$ cat src/lfsr_noise_sound_channel_defines.svh
// Assertion macros for the noise sound channel.
`ifndef LFSR_NOISE_SOUND_CHANNEL_DEFINES_SVH
`define LFSR_NOISE_SOUND_CHANNEL_DEFINES_SVH

// Same-cycle implication, disabled during reset.
`define LNSC_ASSERT_NOW(lbl, clk, rst_n, ante, cons, msg) \
    lbl: assert property (@(posedge clk) disable iff (!(rst_n)) (ante) |-> (cons)) \
        else $error(msg);

// Next-cycle implication, disabled during reset.
`define LNSC_ASSERT_NEXT(lbl, clk, rst_n, ante, cons, msg) \
    lbl: assert property (@(posedge clk) disable iff (!(rst_n)) (ante) |=> (cons)) \
        else $error(msg);

`endif

$ cat src/lnsc_pkg.sv
// Package: item types, codes and the divisor table of the noise sound channel.
`timescale 1ns / 1ps
`default_nettype none

package lnsc_pkg;

    // operation codes
    localparam logic [2:0] OP_WRITE    = 3'd0;
    localparam logic [2:0] OP_READ     = 3'd1;
    localparam logic [2:0] OP_TICK     = 3'd2;
    localparam logic [2:0] OP_LENGTH   = 3'd3;
    localparam logic [2:0] OP_ENVELOPE = 3'd4;

    // register indexes
    localparam logic [1:0] REG_LENGTH   = 2'd0;
    localparam logic [1:0] REG_ENVELOPE = 2'd1;
    localparam logic [1:0] REG_POLY     = 2'd2;
    localparam logic [1:0] REG_CONTROL  = 2'd3;

    localparam int unsigned LENGTH_FULL_DEF = 64;

    localparam int unsigned DIV_W    = 7;                // largest divisor is 112
    localparam int unsigned PERIOD_W = DIV_W + 15;       // divisor << 0..15
    localparam int unsigned CNT_W    = 23;               // period countdown
    localparam int unsigned ACC_W    = CNT_W + 1;        // countdown minus clocks, signed
    localparam int unsigned LFSR_W   = 15;

    localparam logic [LFSR_W-1:0] LFSR_SEED   = 15'h7FFF;
    localparam logic [7:0]        RD_LENGTH   = 8'hFF;
    localparam logic [5:0]        RD_CTRL_LOW = 6'h3F;
    localparam logic [3:0]        VOL_MAX     = 4'd15;

    typedef struct packed {
        logic [2:0] operation;
        logic [1:0] reg_select;
        logic [7:0] write_data;
        logic [7:0] tick_cycles;
    } t_in_item;

    typedef struct packed {
        logic [7:0] read_data;
        logic       channel_on;
        logic [3:0] amplitude;
    } t_out_item;

    function automatic logic [DIV_W-1:0] f_div_base(input logic [2:0] sel);
        logic [DIV_W-1:0] d;
        unique case (sel)
            3'd0:    d = 7'd8;
            3'd1:    d = 7'd16;
            3'd2:    d = 7'd32;
            3'd3:    d = 7'd48;
            3'd4:    d = 7'd64;
            3'd5:    d = 7'd80;
            3'd6:    d = 7'd96;
            default: d = 7'd112;
        endcase
        return d;
    endfunction

endpackage

`default_nettype wire

$ cat src/lfsr_noise_sound_channel.sv
// Noise sound channel: four byte registers, 15-bit LFSR, length and envelope units.
`timescale 1ns / 1ps
`default_nettype none

`include "lfsr_noise_sound_channel_defines.svh"

// Noise sound channel with four byte registers (length, envelope, polynomial,
// control). Each input item is one operation: a register write, a register
// read, a tick of tick_cycles clocks, a length clock or an envelope clock, and
// each gives exactly one result item carrying the read data (zero unless a
// read), the channel-on flag and a raw 0..15 amplitude (volume while running
// and LFSR bit 0 is low, else 0). Items are handled one at a time: the input
// is stalled from acceptance until the result has been placed in the output
// register. A write, read, length or envelope item passes from acceptance
// through the execute and result states into the output register, and the
// next item can be accepted once the sequencer is back in idle. A tick on a
// running channel adds a countdown check and one LFSR step per expiry in the
// tick state, because one shared adder adds the timer period to the running
// countdown once per expiry. The output register lets the next item be
// accepted while a finished result still waits on i_stall. Reset is
// synchronous and clears all channel state; the channel is off after reset.
module lfsr_noise_sound_channel
    import lnsc_pkg::*;
#(
    parameter int unsigned LENGTH_FULL = LENGTH_FULL_DEF
) (
    input  wire logic      i_clk,
    input  wire logic      i_rst_n,
    // input item channel
    input  wire logic      i_valid,
    output logic           o_stall,
    input  wire t_in_item  i_item,
    // result item channel
    output logic           o_valid,
    input  wire logic      i_stall,
    output t_out_item      o_item
);

    // length counter width: must hold LENGTH_FULL itself
    localparam int unsigned LEN_W = $clog2(LENGTH_FULL + 1);
    // compare width for the length write (6-bit data against LENGTH_FULL)
    localparam int unsigned LCMP_W = (LEN_W > 6) ? LEN_W : 6;

    // sequencer codes
    localparam logic [1:0] S_IDLE   = 2'd0;
    localparam logic [1:0] S_EXEC   = 2'd1;
    localparam logic [1:0] S_TICK   = 2'd2;
    localparam logic [1:0] S_RESULT = 2'd3;

    logic [1:0]          r_state, n_state;
    t_in_item            r_item;
    logic                r_out_valid, n_out_valid;
    t_out_item           r_out_item, n_out_item;

    // channel state
    logic [LEN_W-1:0]    r_length_count, n_length_count;
    logic                r_length_stop, n_length_stop;
    logic [3:0]          r_env_start, n_env_start;
    logic                r_env_rising, n_env_rising;
    logic [2:0]          r_env_period, n_env_period;
    logic [3:0]          r_period_shift, n_period_shift;
    logic                r_narrow, n_narrow;
    logic [2:0]          r_div_sel, n_div_sel;
    logic                r_running, n_running;
    logic [2:0]          r_env_count, n_env_count;
    logic [3:0]          r_volume, n_volume;
    logic [CNT_W-1:0]    r_countdown, n_countdown;
    logic [LFSR_W-1:0]   r_lfsr, n_lfsr;

    // tick accumulator: countdown minus clocks, two's complement
    logic [ACC_W-1:0]    r_acc, n_acc;

    logic [PERIOD_W-1:0] period;
    logic                acc_le_zero;
    logic                lfsr_fb;
    logic [LFSR_W-1:0]   lfsr_stepped;
    logic [LCMP_W-1:0]   len_data;
    logic [LCMP_W-1:0]   len_full_c;
    logic [2:0]          env_count_dec;
    logic [7:0]          rd_value;

    // shared period shifter
    assign period = PERIOD_W'(f_div_base(r_div_sel)) << r_period_shift;

    assign acc_le_zero = r_acc[ACC_W-1] || (r_acc == '0);

    // one LFSR step: XOR of the two low bits goes to bit 14 (and bit 6 if narrow)
    always_comb begin
        lfsr_fb      = r_lfsr[0] ^ r_lfsr[1];
        lfsr_stepped = {lfsr_fb, r_lfsr[LFSR_W-1:1]};
        if (r_narrow) begin
            lfsr_stepped[6] = lfsr_fb;
        end
    end

    assign len_data      = LCMP_W'(r_item.write_data[5:0]);
    assign len_full_c    = LCMP_W'(LENGTH_FULL);
    assign env_count_dec = (r_env_count != 3'd0) ? (r_env_count - 3'd1) : r_env_count;

    // read-back mux
    always_comb begin
        unique case (r_item.reg_select)
            REG_LENGTH:   rd_value = RD_LENGTH;
            REG_ENVELOPE: rd_value = {r_env_start, r_env_rising, r_env_period};
            REG_POLY:     rd_value = {r_period_shift, r_narrow, r_div_sel};
            default:      rd_value = {1'b1, r_length_stop, RD_CTRL_LOW};
        endcase
    end

    assign o_stall = (r_state != S_IDLE);
    assign o_valid = r_out_valid;
    assign o_item  = r_out_item;

    always_comb begin
        n_state        = r_state;
        n_out_valid    = r_out_valid;
        n_out_item     = r_out_item;
        n_length_count = r_length_count;
        n_length_stop  = r_length_stop;
        n_env_start    = r_env_start;
        n_env_rising   = r_env_rising;
        n_env_period   = r_env_period;
        n_period_shift = r_period_shift;
        n_narrow       = r_narrow;
        n_div_sel      = r_div_sel;
        n_running      = r_running;
        n_env_count    = r_env_count;
        n_volume       = r_volume;
        n_countdown    = r_countdown;
        n_lfsr         = r_lfsr;
        n_acc          = r_acc;

        // result taken downstream
        if (r_out_valid && !i_stall) begin
            n_out_valid = 1'b0;
        end

        unique case (r_state)
            S_IDLE: begin
                if (i_valid) begin
                    n_state = S_EXEC;
                end
            end

            S_EXEC: begin
                n_state = S_RESULT;
                unique case (r_item.operation)
                    OP_WRITE: begin
                        unique case (r_item.reg_select)
                            REG_LENGTH: begin
                                // saturate at zero when data exceeds full length
                                if (len_data > len_full_c) begin
                                    n_length_count = '0;
                                end else begin
                                    n_length_count = LEN_W'(len_full_c - len_data);
                                end
                            end
                            REG_ENVELOPE: begin
                                n_env_start  = r_item.write_data[7:4];
                                n_env_rising = r_item.write_data[3];
                                n_env_period = r_item.write_data[2:0];
                                // DAC off
                                if (r_item.write_data[7:3] == 5'd0) begin
                                    n_running = 1'b0;
                                end
                            end
                            REG_POLY: begin
                                n_period_shift = r_item.write_data[7:4];
                                n_narrow       = r_item.write_data[3];
                                n_div_sel      = r_item.write_data[2:0];
                            end
                            default: begin
                                n_length_stop = r_item.write_data[6];
                                if (r_item.write_data[7]) begin
                                    // trigger
                                    if (r_length_count == '0) begin
                                        n_length_count = LEN_W'(LENGTH_FULL);
                                    end
                                    n_env_count = r_env_period;
                                    n_volume    = r_env_start;
                                    n_countdown = CNT_W'(period);
                                    n_lfsr      = LFSR_SEED;
                                    n_running   = (r_env_start != 4'd0) || r_env_rising;
                                end
                            end
                        endcase
                    end
                    OP_TICK: begin
                        if (r_running) begin
                            n_acc   = ACC_W'(r_countdown) - ACC_W'(r_item.tick_cycles);
                            n_state = S_TICK;
                        end
                    end
                    OP_LENGTH: begin
                        if (r_length_stop && (r_length_count != '0)) begin
                            n_length_count = r_length_count - LEN_W'(1);
                            if (r_length_count == LEN_W'(1)) begin
                                n_running = 1'b0;
                            end
                        end
                    end
                    OP_ENVELOPE: begin
                        if (r_env_period != 3'd0) begin
                            n_env_count = env_count_dec;
                            if (env_count_dec == 3'd0) begin
                                n_env_count = r_env_period;
                                if (r_env_rising && (r_volume != VOL_MAX)) begin
                                    n_volume = r_volume + 4'd1;
                                end else if (!r_env_rising && (r_volume != 4'd0)) begin
                                    n_volume = r_volume - 4'd1;
                                end
                            end
                        end
                    end
                    default: ;  // read and unused codes change nothing
                endcase
            end

            S_TICK: begin
                // one timer expiry per cycle through the shared adder
                if (acc_le_zero) begin
                    n_acc  = r_acc + ACC_W'(period);
                    n_lfsr = lfsr_stepped;
                end else begin
                    n_countdown = r_acc[CNT_W-1:0];
                    n_state     = S_RESULT;
                end
            end

            default: begin
                // S_RESULT: wait for a free output register
                if (!r_out_valid || !i_stall) begin
                    n_out_valid          = 1'b1;
                    n_out_item.read_data = (r_item.operation == OP_READ) ? rd_value : 8'd0;
                    n_out_item.channel_on = r_running;
                    n_out_item.amplitude  = (r_running && !r_lfsr[0]) ? r_volume : 4'd0;
                    n_state              = S_IDLE;
                end
            end
        endcase
    end

    always_ff @(posedge i_clk) begin
        if (!i_rst_n) begin
            r_state        <= S_IDLE;
            r_out_valid    <= 1'b0;
            r_length_count <= '0;
            r_length_stop  <= 1'b0;
            r_env_start    <= 4'd0;
            r_env_rising   <= 1'b0;
            r_env_period   <= 3'd0;
            r_period_shift <= 4'd0;
            r_narrow       <= 1'b0;
            r_div_sel      <= 3'd0;
            r_running      <= 1'b0;
            r_env_count    <= 3'd0;
            r_volume       <= 4'd0;
            r_countdown    <= '0;
            r_lfsr         <= '0;
        end else begin
            r_state        <= n_state;
            r_out_valid    <= n_out_valid;
            r_length_count <= n_length_count;
            r_length_stop  <= n_length_stop;
            r_env_start    <= n_env_start;
            r_env_rising   <= n_env_rising;
            r_env_period   <= n_env_period;
            r_period_shift <= n_period_shift;
            r_narrow       <= n_narrow;
            r_div_sel      <= n_div_sel;
            r_running      <= n_running;
            r_env_count    <= n_env_count;
            r_volume       <= n_volume;
            r_countdown    <= n_countdown;
            r_lfsr         <= n_lfsr;
        end
    end

    // payload registers, no reset
    always_ff @(posedge i_clk) begin
        r_out_item <= n_out_item;
        r_acc      <= n_acc;
        if (r_state == S_IDLE && i_valid) begin
            r_item <= i_item;
        end
    end

    // a stalled result stays put
    `LNSC_ASSERT_NEXT(a_out_hold, i_clk, i_rst_n, o_valid && i_stall,
        o_valid && $stable(o_item), "stalled result changed")
    // the tick loop only runs for a running channel
    `LNSC_ASSERT_NOW(a_tick_running, i_clk, i_rst_n, r_state == S_TICK, r_running,
        "tick loop while channel off")
    // an accepted item is executed in the next cycle
    `LNSC_ASSERT_NEXT(a_accept_exec, i_clk, i_rst_n, i_valid && !o_stall,
        r_state == S_EXEC, "accepted item not executed")
    // a nonzero level is only reported for an enabled channel
    `LNSC_ASSERT_NOW(a_amp_on, i_clk, i_rst_n, o_valid && (o_item.amplitude != 4'd0),
        o_item.channel_on, "amplitude on a disabled channel")

endmodule

`default_nettype wire

$ cat config.mk
export PLATFORM = sky130hd
export DESIGN_NAME = lfsr_noise_sound_channel
export DESIGN_NICKNAME = d
export VERILOG_FILES = /design/src/lnsc_pkg.sv /design/src/lfsr_noise_sound_channel.sv
export VERILOG_INCLUDE_DIRS = /design/src /design/src/src
export SDC_FILE = /design/constraint.sdc
export NUM_CORES = 1
export LEC_CHECK = 0
export ABC_AREA = 1
export BUFFER_PORTS_ARGS = -buffer_cell sky130_fd_sc_hd__buf_2
export CORE_UTILIZATION = 63
export DETAILED_ROUTE_END_ITERATION = 12
export PLACE_DENSITY = 0.8
export SLEW_MARGIN = 10
export SYNTH_ARGS = -nofsm -noshare
export SYNTH_HDL_FRONTEND = slang
export SYNTH_SLANG_ARGS = --single-unit
$ cat constraint.sdc
create_clock -name i_clk -period 2.7 [get_ports i_clk]
set_input_delay 0.405 -clock i_clk [delete_from_list [all_inputs] [get_ports i_clk]]
set_output_delay 0.405 -clock i_clk [all_outputs]
set_load 0.1 [all_outputs]
* After elaboration in Yosys (flattened, before gate mapping)
Cells that the tools add are included.
W data, S select, Z words.
** Storage, ports and cells
- Input port bits :: 25
- Logic and storage cells :: 170
- Output and inout bits :: 15
- Bits in registers :: 131
** Operators by class
- Shifts and indexed selects :: 1
- Equal/unequal tests :: 37
- Bitwise logic cells :: 3
- Reduce and logical (&&, ||, !) cells :: 47
- Muxes and demuxes :: 51
- Add/sub/neg operators :: 7
- Magnitude comparators :: 1
** Operators by type and width (count)
- $mux W23 :: 4
- $mux W24 :: 3
- $mux W15 :: 4
- $pmux W7 S7 :: 1
- $pmux W24 S2 :: 1
- $pmux W23 S2 :: 1
- $pmux W15 S2 :: 1
- $mux W7 :: 4
- $ne A2 B2 Y1 const B :: 14
- $pmux W7 S2 :: 2
- $add A24 B22 Y24 :: 1
- $logic_not A24 Y1 :: 1
- $mux W4 :: 6
- $pmux W8 S3 :: 1
- $sub A23 B8 Y24 :: 1
- $shl A7 B4 Y22 :: 1
- $mux W3 :: 5
- $ne A3 B3 Y1 const B :: 5
- $reduce_and A5 Y1 :: 3
- $reduce_and A7 Y1 :: 2
- $eq A3 B2 Y1 const B :: 4
- $eq A3 B3 Y1 const B :: 4
- $reduce_and A3 Y1 :: 4
- $reduce_bool A4 Y1 :: 3
- other kinds (35) :: 71

* Depth between registers and ports, before layout
Gate-level depths: netlist of the first run.
- Word-level depth :: 7
- Mapped depth :: 20
- Depth with buffers taken out :: 20

* Least setup slack after synthesis of the first run
Ideal clock, no wire load.
- Path kind :: register to register
- Start :: register r_period_shift[0]
- End :: register r_acc[15], data pin
- Period minus slack after synthesis :: 2.410 ns
- Setup slack :: 0.290 ns
- Data required time :: 2.446 ns
- Arrival time :: 2.156 ns
- Library setup time :: 0.254 ns
- Stages on the path, launching flop included :: 19
- Path buffers :: 0
- Path through :: dfxtp_1 > nor2_1 > nand2_1 > nor2_1 > nand2_1 > nor2_1 > ha_1 > inv_1 > fa_1 > inv_1 > nand3_1 > nand3_1 > nand2_1 > nand3_1 > nand2_1 > nand2_1 > nand2_1 > nand3_1 > nand2_1
** On the way
- Cells in the longest elaborated chain, start to end :: 4
** Ends and longest elaborated chain
- start: declaration :: RTL line lfsr_noise_sound_channel.sv:61 : logic [3:0] r_period_shift, n_period_shift;
- start signal: assignment :: RTL line lfsr_noise_sound_channel.sv:268 : r_period_shift <= n_period_shift;
- $shl A7 B4 Y22 :: RTL line lfsr_noise_sound_channel.sv:83 : assign period = PERIOD_W'(f_div_base(r_div_sel)) << r_period_shift;
- $add A24 B22 Y24 :: RTL line lfsr_noise_sound_channel.sv:222 : n_acc = r_acc + ACC_W'(period);
- $mux W24 :: RTL line lfsr_noise_sound_channel.sv:221 : if (acc_le_zero) begin
- $pmux W24 S2 :: RTL line lfsr_noise_sound_channel.sv:138 : unique case (r_state)
- net n_acc[15] :: RTL line lfsr_noise_sound_channel.sv:71 : logic [ACC_W-1:0] r_acc, n_acc;
- end signal: assignment :: RTL line lfsr_noise_sound_channel.sv:282 : r_acc <= n_acc;
- end: declaration :: RTL line lfsr_noise_sound_channel.sv:71
The timed path passes the listed nets, and every way through them passes these cells. The select of a mux whose other input is x is not followed.
A chain may end at the register's enable or synchronous reset.

* Final worst setup path of the first run
- Start :: register r_period_shift[0]
- End :: register r_acc[12], data pin
The elaborated chain is that of the path after synthesis.

==> flow_summary.json, run 1 <==
{
  "drt-vias-per-instance": 5.535,
  "finClkSkew_ns": 0.008084,
  "synthAdderAreaFrac": 0.07045,
  "yosys-top-cells-area": "edfxtp_1 (20%), nand2_1 (17%), dfxtp_1 (17%)",
  "pin_count": 40,
  "ys_warn_count": 0,
  "synthXorXnorAreaFrac": 0.009902,
  "fin_tns_setup_ns": 0,
  "syn_nets": 1396,
  "final_core_util": 0.7477,
  "post-synth-top-area-fraction": 0.1969,
  "hold_viol": 0,
  "fmax_ghz": 0.3851,
  "ys_seq_area_frac": 0.3621,
  "cts_root_buf": "clkbuf_16",
  "grt_pass1_vias": 7928,
  "drt-total-wl_mm": 24.28,
  "area.growth.synth_to_final_pct": 13.72,
  "final_common_cell": "nand2_1",
  "drt_iter0_drc": 927,
  "dieWidth_um": 120.5,
  "insertion_delay_ns": 0.43,
  "fin_crit_ns": 2.597,
  "r2r_slack_ns": 0.10,
  "cts_tree": "yes",
  "async_reset_ff_frac": 0,
  "synth_enable_flop_cells": 58,
  "nets": 1455,
  "num_vias": 8695,
  "clkSlewWorstSetupHoldPaths_ns": 0.06,
  "arrival_ns": 2.78,
  "port_buffers": 39,
  "slew_viol_final": 0,
  "synth_flop_cell": "dfxtp_1",
  "rsz0062_at_grt": "true",
  "fin_hold_ws_ns": 0.1505,
  "setup_viol": 0,
  "worst_setup_path_start_kind": "flip-flop",
  "wire_per_inst_um": 15.46,
  "drc_errors": 0,
  "ant_nets": 0,
  "post-place-ws_ns": 0.05359,
  "synth.cell_area_um2": 8845,
  "required_ns": 2.88,
  "ys_ff_latch": 131,
  "antenna_found_initial": 0,
  "worstRegToRegCells": 18,
  "clock_sinks": 131,
  "synth_compound_area_frac": 0.09252,
  "gp_congestion": 0.9654,
  "tightest_slew_ns": 0.8733,
  "synth_top_family_by_area": "simple AND/OR/NAND/NOR gates",
  "track_usage": 0.3447,
  "r2r-end": "r_acc[12]$_DFFE_PP_",
  "cts.hold.buffers_added": 0,
  "synthCells": 1323,
  "peakVddDrop_v": 0.0008513,
  "dieArea_um2": 14520,
  "crit_slowest_cell": "dfxtp_2",
  "cts_max_level": 4,
  "cts.path.max_buffers": 2,
  "synth-simple-area-share": 0.3692,
  "grt_overflow": 0,
  "fp.dieH_um": 120.5,
  "hold-path-cell-count": 1,
  "grt_max_degree": 60,
  "layout_common_cells": "nand2_1 (394), nor2_1 (188), inv_1 (167), nand3_1 (97), dfxtp_1 (70)",
  "drive_above_1_share": 0.1297,
  "hpwl_mm": 17.95,
  "p_leak_uw": 0.004986,
  "path_max_fanout": 4,
  "hold_path_class": "in2reg",
  "antenna_cells": 0,
  "synthMuxAreaShare": 0,
  "end_kind": "flip-flop",
  "fin_crit_sh": 0.9618,
  "crit_top_cell": "nand2_1",
  "grt_pass1_wl_mm": 38.70,
  "cap_violations": 0,
  "worstHoldStart": "i_item[16]",
  "r2r-start": "r_period_shift[0]$_SDFFE_PN0P_",
  "post-synth-top-area-cell": "edfxtp_1",
  "p_per_area_nw_per_um2": 1141,
  "crit_chain": "inv_1, nor2_4, nand2_1, nand2_2, nand2_1, nand2_2, nand2_1, nor2_2, ha_1, nand2_1, inv_1, nand2_1, nand2_1, nand2_1, nand3_2, o21ai_0, buf_4, nand2_1",
  "fin_total_pwr_uw": 11470,
  "rows": 42,
  "cts_inserted_buffers": 17,
  "hold_path_end": "r_item[16]$_DFFE_PP_",
  "core-area_um2": 13450,
  "outcome": "finished, final reports clean",
  "finalWorstSetupSlack_ns": 0.1032,
  "dr.pass1.iters": 6,
  "avgSynthCellArea_um2": 6.685,
  "crit_path_max_incr_delay_ns": 0.36,
  "worstSetupPathType": "reg2reg",
  "start_util": 0.6575,
  "max_slew_margin": 0.4133,
  "synth.distinct_cells": 46
}
[through the flow]
| step | cell area (um^2) | std cells |
|---|---|---|
| finish | 10060 | 1571 |
| global route | 10060 | 1571 |
| CTS | 9881 | 1567 |
| detailed placement | 9325 | 1535 |
| global placement | 9325 | 1535 |
| floorplan | 8845 | 1323 |
[kinds of logic (layout without fill, tap and decap cells)]
kind of cell / Yosys count / count (layout)
adder cells (fa/ha/maj): 48 / 48
AND/OR/NAND/NOR: 776 / 776
buffers and inverters: 208 / 280
AO/OA/AOI/OAI: 150 / 150
flip-flops: 131 / 131
XOR/XNOR: 10 / 10
[critical path: cells and delay by family, from the launching register on]
family,cells,cell delay (ns)
simple gates,13,1.22
flops,1,0.36
buf+inv,3,0.32
fa+ha+maj,1,0.29
compound gates,1,0.17
[worst max-delay path by stage]
stage	start	to	slack, ns	cells past startpoint
after floorplan	r_period_shift[0]$_SDFFE_PN0P_	r_acc[15]$_DFFE_PP_	0.29	18
after global placement	r_period_shift[0]$_SDFFE_PN0P_	r_acc[12]$_DFFE_PP_	0.03	16
after detailed placement	r_div_sel[1]$_SDFFE_PN0P_	r_acc[19]$_DFFE_PP_	0.05	18
after CTS	r_div_sel[1]$_SDFFE_PN0P_	r_acc[19]$_DFFE_PP_	0.02	18
after global routing	r_div_sel[2]$_SDFFE_PN0P_	r_acc[17]$_DFFE_PP_	-0.05	18
final	r_period_shift[0]$_SDFFE_PN0P_	r_acc[12]$_DFFE_PP_	0.10	18
[power breakdown]
group | switching, uW | total (uW) | internal, uW
combinational | 3930 | 5840 | 1910
clock | 887 | 2160 | 1280
sequential | 542 | 3470 | 2930
total | 5350 | 11500 | 6120
[area by class of cell]
type / instances / area (um^2)
fill: 1094 / 3395
clock buffer: 21 / 481.7
tap: 176 / 220.2
inverter: 175 / 678.2
sequential: 131 / 3207
clock inverter: 11 / 73.82
timing repair buffer: 73 / 462.9
multi-input combinational: 984 / 4935
[Yosys cell counts (all sizes together) (11+ instances only)]
library cell / instances
a21oi: 57
nor2: 206
inv: 171
clkbuf: 11
nand3: 103
o21ai: 70
buf: 22
or2: 16
edfxtp: 58
nand4: 19
nand2: 403
ha: 45
dfxtp: 73
nor3: 13
[flip-flops by register name, indices dropped and copies added, names as in the netlist, 4 cells and up]
name            cells
r_volume            4
r_acc              24
r_period_shift      4
r_length_count      7
r_env_start         4
r_countdown        23
o_item             13
r_lfsr             15
r_item             15
len_data            6
[routing by layer]
layer	part of all wire	wire [um]	track usage
met1	0.45	10960	0.4863
met2	0.44	10750	0.5348
met3	0.090	2197	0.06887
met4	0.016	379	0.1011
met5	0	0	0
[what timing repair did]
action	4_1_cts	5_1_grt
setup endpoints to repair	0	17
gates resized for setup	0	45
setup buffers	0	4
Note: power is estimated with default switching activity, not from simulation.
==> inputs of run 2 (changes only) <==
Settings changed: ABC_AREA 1 to 0, CORE_UTILIZATION 63 to 62.
==> run 2 against run 1 <==
Against the previous run: the flow now finishes with violations (negative setup slack); fmax decreased by 21%; clock power increased by 7%; register-to-register slack got worse by 0.70 ns; power decreased by 4.7%; cell area increased by 1.4%; final cell count decreased by 25%; worst hold slack got worse by 0.0084 ns; sequential power decreased by 4%; wire length increased by 12%; first-iteration DRC count increased by 27%; clock skew about the same; critical path depth decreased by 7; largest cell class unchanged.
==> flow_summary.json, run 2 <==
{
  "outcome": "complete, but fails checks",
  "failed_checks": "negative setup slack",
  "clkSlewWorstSetupHoldPaths_ns": 0.06,
  "hpwl_mm": 16.22,
  "drive_above_1_share": 0.3060,
  "required_ns": 2.90,
  "worst_setup_path_start_kind": "flip-flop",
  "synthMuxAreaShare": 0.05071,
  "slew_viol_final": 0,
  "yosys-top-cells-area": "edfxtp_1 (22%), dfxtp_1 (19%), ha_1 (7.1%)",
  "avgSynthCellArea_um2": 9.127,
  "antenna_found_initial": 0,
  "cts_tree": "yes",
  "track_usage": 0.3965,
  "post-synth-top-area-cell": "edfxtp_1",
  "r2r-start": "r_div_sel[2]$_SDFFE_PN0P_",
  "wire_per_inst_um": 23.04,
  "post-synth-top-area-fraction": 0.2206,
  "synth_commonest_cells": "nor2_1 (92), dfxtp_1 (73), a21oi_1 (67)",
  "synthCells": 865,
  "path_max_fanout": 4,
  "fin_crit_ns": 3.292,
  "syn_nets": 938,
  "worstHoldStart": "i_item[1]",
  "synth_compound_area_frac": 0.2154,
  "clock_sinks": 131,
  "cts.path.max_buffers": 2,
  "ys_ff_latch": 131,
  "fin_crit_sh": 1.219,
  "synth.distinct_cells": 73,
  "top_register": "r_acc",
  "hold-path-cell-count": 1,
  "dieWidth_um": 114.8,
  "synth-simple-area-share": 0.1716,
  "insertion_delay_ns": 0.44,
  "finalWorstSetupSlack_ns": -0.5920,
  "reg_top3": "r_acc x24, r_countdown x23",
  "setup_viol": 41,
  "antenna_cells": 0,
  "hold_viol": 0,
  "ant_nets": 0,
  "cts.hold.buffers_added": 0,
  "grt_util_met1": 0.4788,
  "fp.dieH_um": 114.8,
  "dieArea_um2": 13190,
  "ys_seq_area_frac": 0.4057,
  "use_met3": 0.1070,
  "grt_pass1_wl_mm": 39.58,
  "hold_path_end": "r_item[1]$_DFFE_PP_",
  "finClkSkew_ns": 0.008578,
  "fin_tns_setup_ns": -7.800,
  "dr.pass1.iters": 6,
  "ys_warn_count": 0,
  "hold_path_class": "in2reg",
  "final_common_cell": "buf_4",
  "fmax_ghz": 0.3038,
  "end_kind": "flip-flop",
  "worstRegToRegCells": 11,
  "async_reset_ff_frac": 0,
  "synthAdderAreaFrac": 0.07892,
  "peakVddDrop_v": 0.0007390,
  "area.growth.synth_to_final_pct": 29.22,
  "r2r-end": "r_acc[21]$_DFFE_PP_",
  "cts_max_level": 4,
  "grt_max_degree": 35,
  "core-area_um2": 12210,
  "nets": 1074,
  "p_leak_uw": 0.004127,
  "tightest_slew_ns": 0.7759,
  "worstSetupPathType": "reg2reg",
  "cap_violations": 0,
  "drc_errors": 0,
  "top_usage_layer": "met2",
  "max_slew_margin": 0.4788,
  "pin_count": 40,
  "num_vias": 8191,
  "arrival_ns": 3.49,
  "r2r_slack_ns": -0.59,
  "synth_flop_cell": "dfxtp_1",
  "yosysMostFrequentCell": "nor2_1",
  "drt-vias-per-instance": 6.936,
  "drt_iter0_drc": 1180,
  "gp_congestion": 1.006,
  "synth_top_family_by_area": "compound AO/OA/AOI/OAI gates",
  "layout_common_cells": "buf_4 (118), nor2_1 (84), dfxtp_1 (68), nand2_1 (62), a21oi_1 (59)",
  "grt_overflow": 0,
  "start_util": 0.6465,
  "cts_inserted_buffers": 17,
  "p_per_area_nw_per_um2": 1071,
  "cts_root_buf": "clkbuf_16",
  "met2_usage": 0.6321,
  "grt_pass1_vias": 7785,
  "synthXorXnorAreaFrac": 0.03550,
  "synth_enable_flop_cells": 58,
  "rsz0062_at_grt": "true",
  "drt-total-wl_mm": 27.21,
  "rows": 40,
  "port_buffers": 39,
  "fin_total_pwr_uw": 10930,
  "synth.cell_area_um2": 7895,
  "largest_reg_flops": 24
}
[run 2: changes by cell type after synthesis, moves of 31 or more]
| cell | before | now |
|---|---|---|
| o21ai_0 | 65 | 32 |
| nor2_1 | 202 | 92 |
| nand2_1 | 398 | 65 |
| nand3_1 | 100 | 15 |
| inv_1 | 167 | 39 |
| mux2i_1 | 0 | 31 |
[run 2: metrics by stage]
stage	utilization	instances	setup slack (ns)	hold slack, ns	cell area [um^2]
after floorplan	-	865	-0.2903	0.4439	8018
after global placement	0.7418	1136	-0.3246	0.4605	9059
after detailed placement	0.7418	1136	-0.5083	0.4748	9059
after CTS	0.8162	1176	-0.3827	0.1365	9967
after global routing	0.8355	1181	-0.6101	0.1278	10200
final	0.8355	1181	-0.5920	0.1421	10200
[run 2: cells by family after synthesis]
group,Yosys count
DFF,131
and+or+nand+nor,280
xor gates and xnor gates,32
AOI/OAI and AO/OA,247
muxes,39
adders and majority gates,48
buffers and inverters,88
[run 2: layer usage]
layer | vias to the layer above | share of wire | wire length, um
met1 | 3824 | 0.37 | 10020
met4 | 0 | 0.071 | 1944
li1 | 3475 | - | -
met2 | 677 | 0.45 | 12290
met3 | 215 | 0.11 | 2957
met5 | - | 0 | 0
[run 2: worst max path at each step]
stage	cells after the start	slack, ns	from	endpoint
6_report	11	-0.59	r_div_sel[2]$_SDFFE_PN0P_	r_acc[21]$_DFFE_PP_
5_1_grt	13	-0.61	r_div_sel[0]$_SDFFE_PN0P_	r_acc[21]$_DFFE_PP_
4_1_cts	11	-0.38	r_div_sel[2]$_SDFFE_PN0P_	r_acc[21]$_DFFE_PP_
3_5_place_dp	11	-0.51	r_period_shift[0]$_SDFFE_PN0P_	r_acc[21]$_DFFE_PP_
3_3_place_gp	10	-0.32	r_div_sel[0]$_SDFFE_PN0P_	r_acc[21]$_DFFE_PP_
2_1_floorplan	11	-0.29	r_div_sel[2]$_SDFFE_PN0P_	r_acc[19]$_DFFE_PP_
[run 2: worst max-delay path, stage by stage (launching register included)]
cell       delay, ns
dfxtp_4         0.37
nor3_4          0.21
mux2i_2         0.10
mux2_2          0.32
nor2_2          0.28
ha_1            0.36
o21a_1          0.16
o211ai_1        0.33
a31o_4          0.22
a2111oi_4       0.09
or3_1           0.37
a31o_2          0.24
[run 2: repair_timing]
action,CTS,global route
cloned,0,0
setup endpoints to repair,14,44
buffers inserted,9,6
pin swaps,34,19
gates resized for setup,63,40
[run 2: final cells by class]
class	count	area, um^2
flip-flops and latches	131	3217
repair buffers	164	1169
well taps	168	210.2
clock buffers	21	471.7
multi-input cells	646	4873
inverters	41	156.4
fillers	663	2009
clock inverters	10	105.1
[run 2: power breakdown]
part | internal (uW) | switching [uW] | leakage [uW]
registers | 2800 | 537 | 0.00114
clock network | 1420 | 897 | 0.000288
logic | 2240 | 3040 | 0.00270
total | 6460 | 4470 | 0.00413
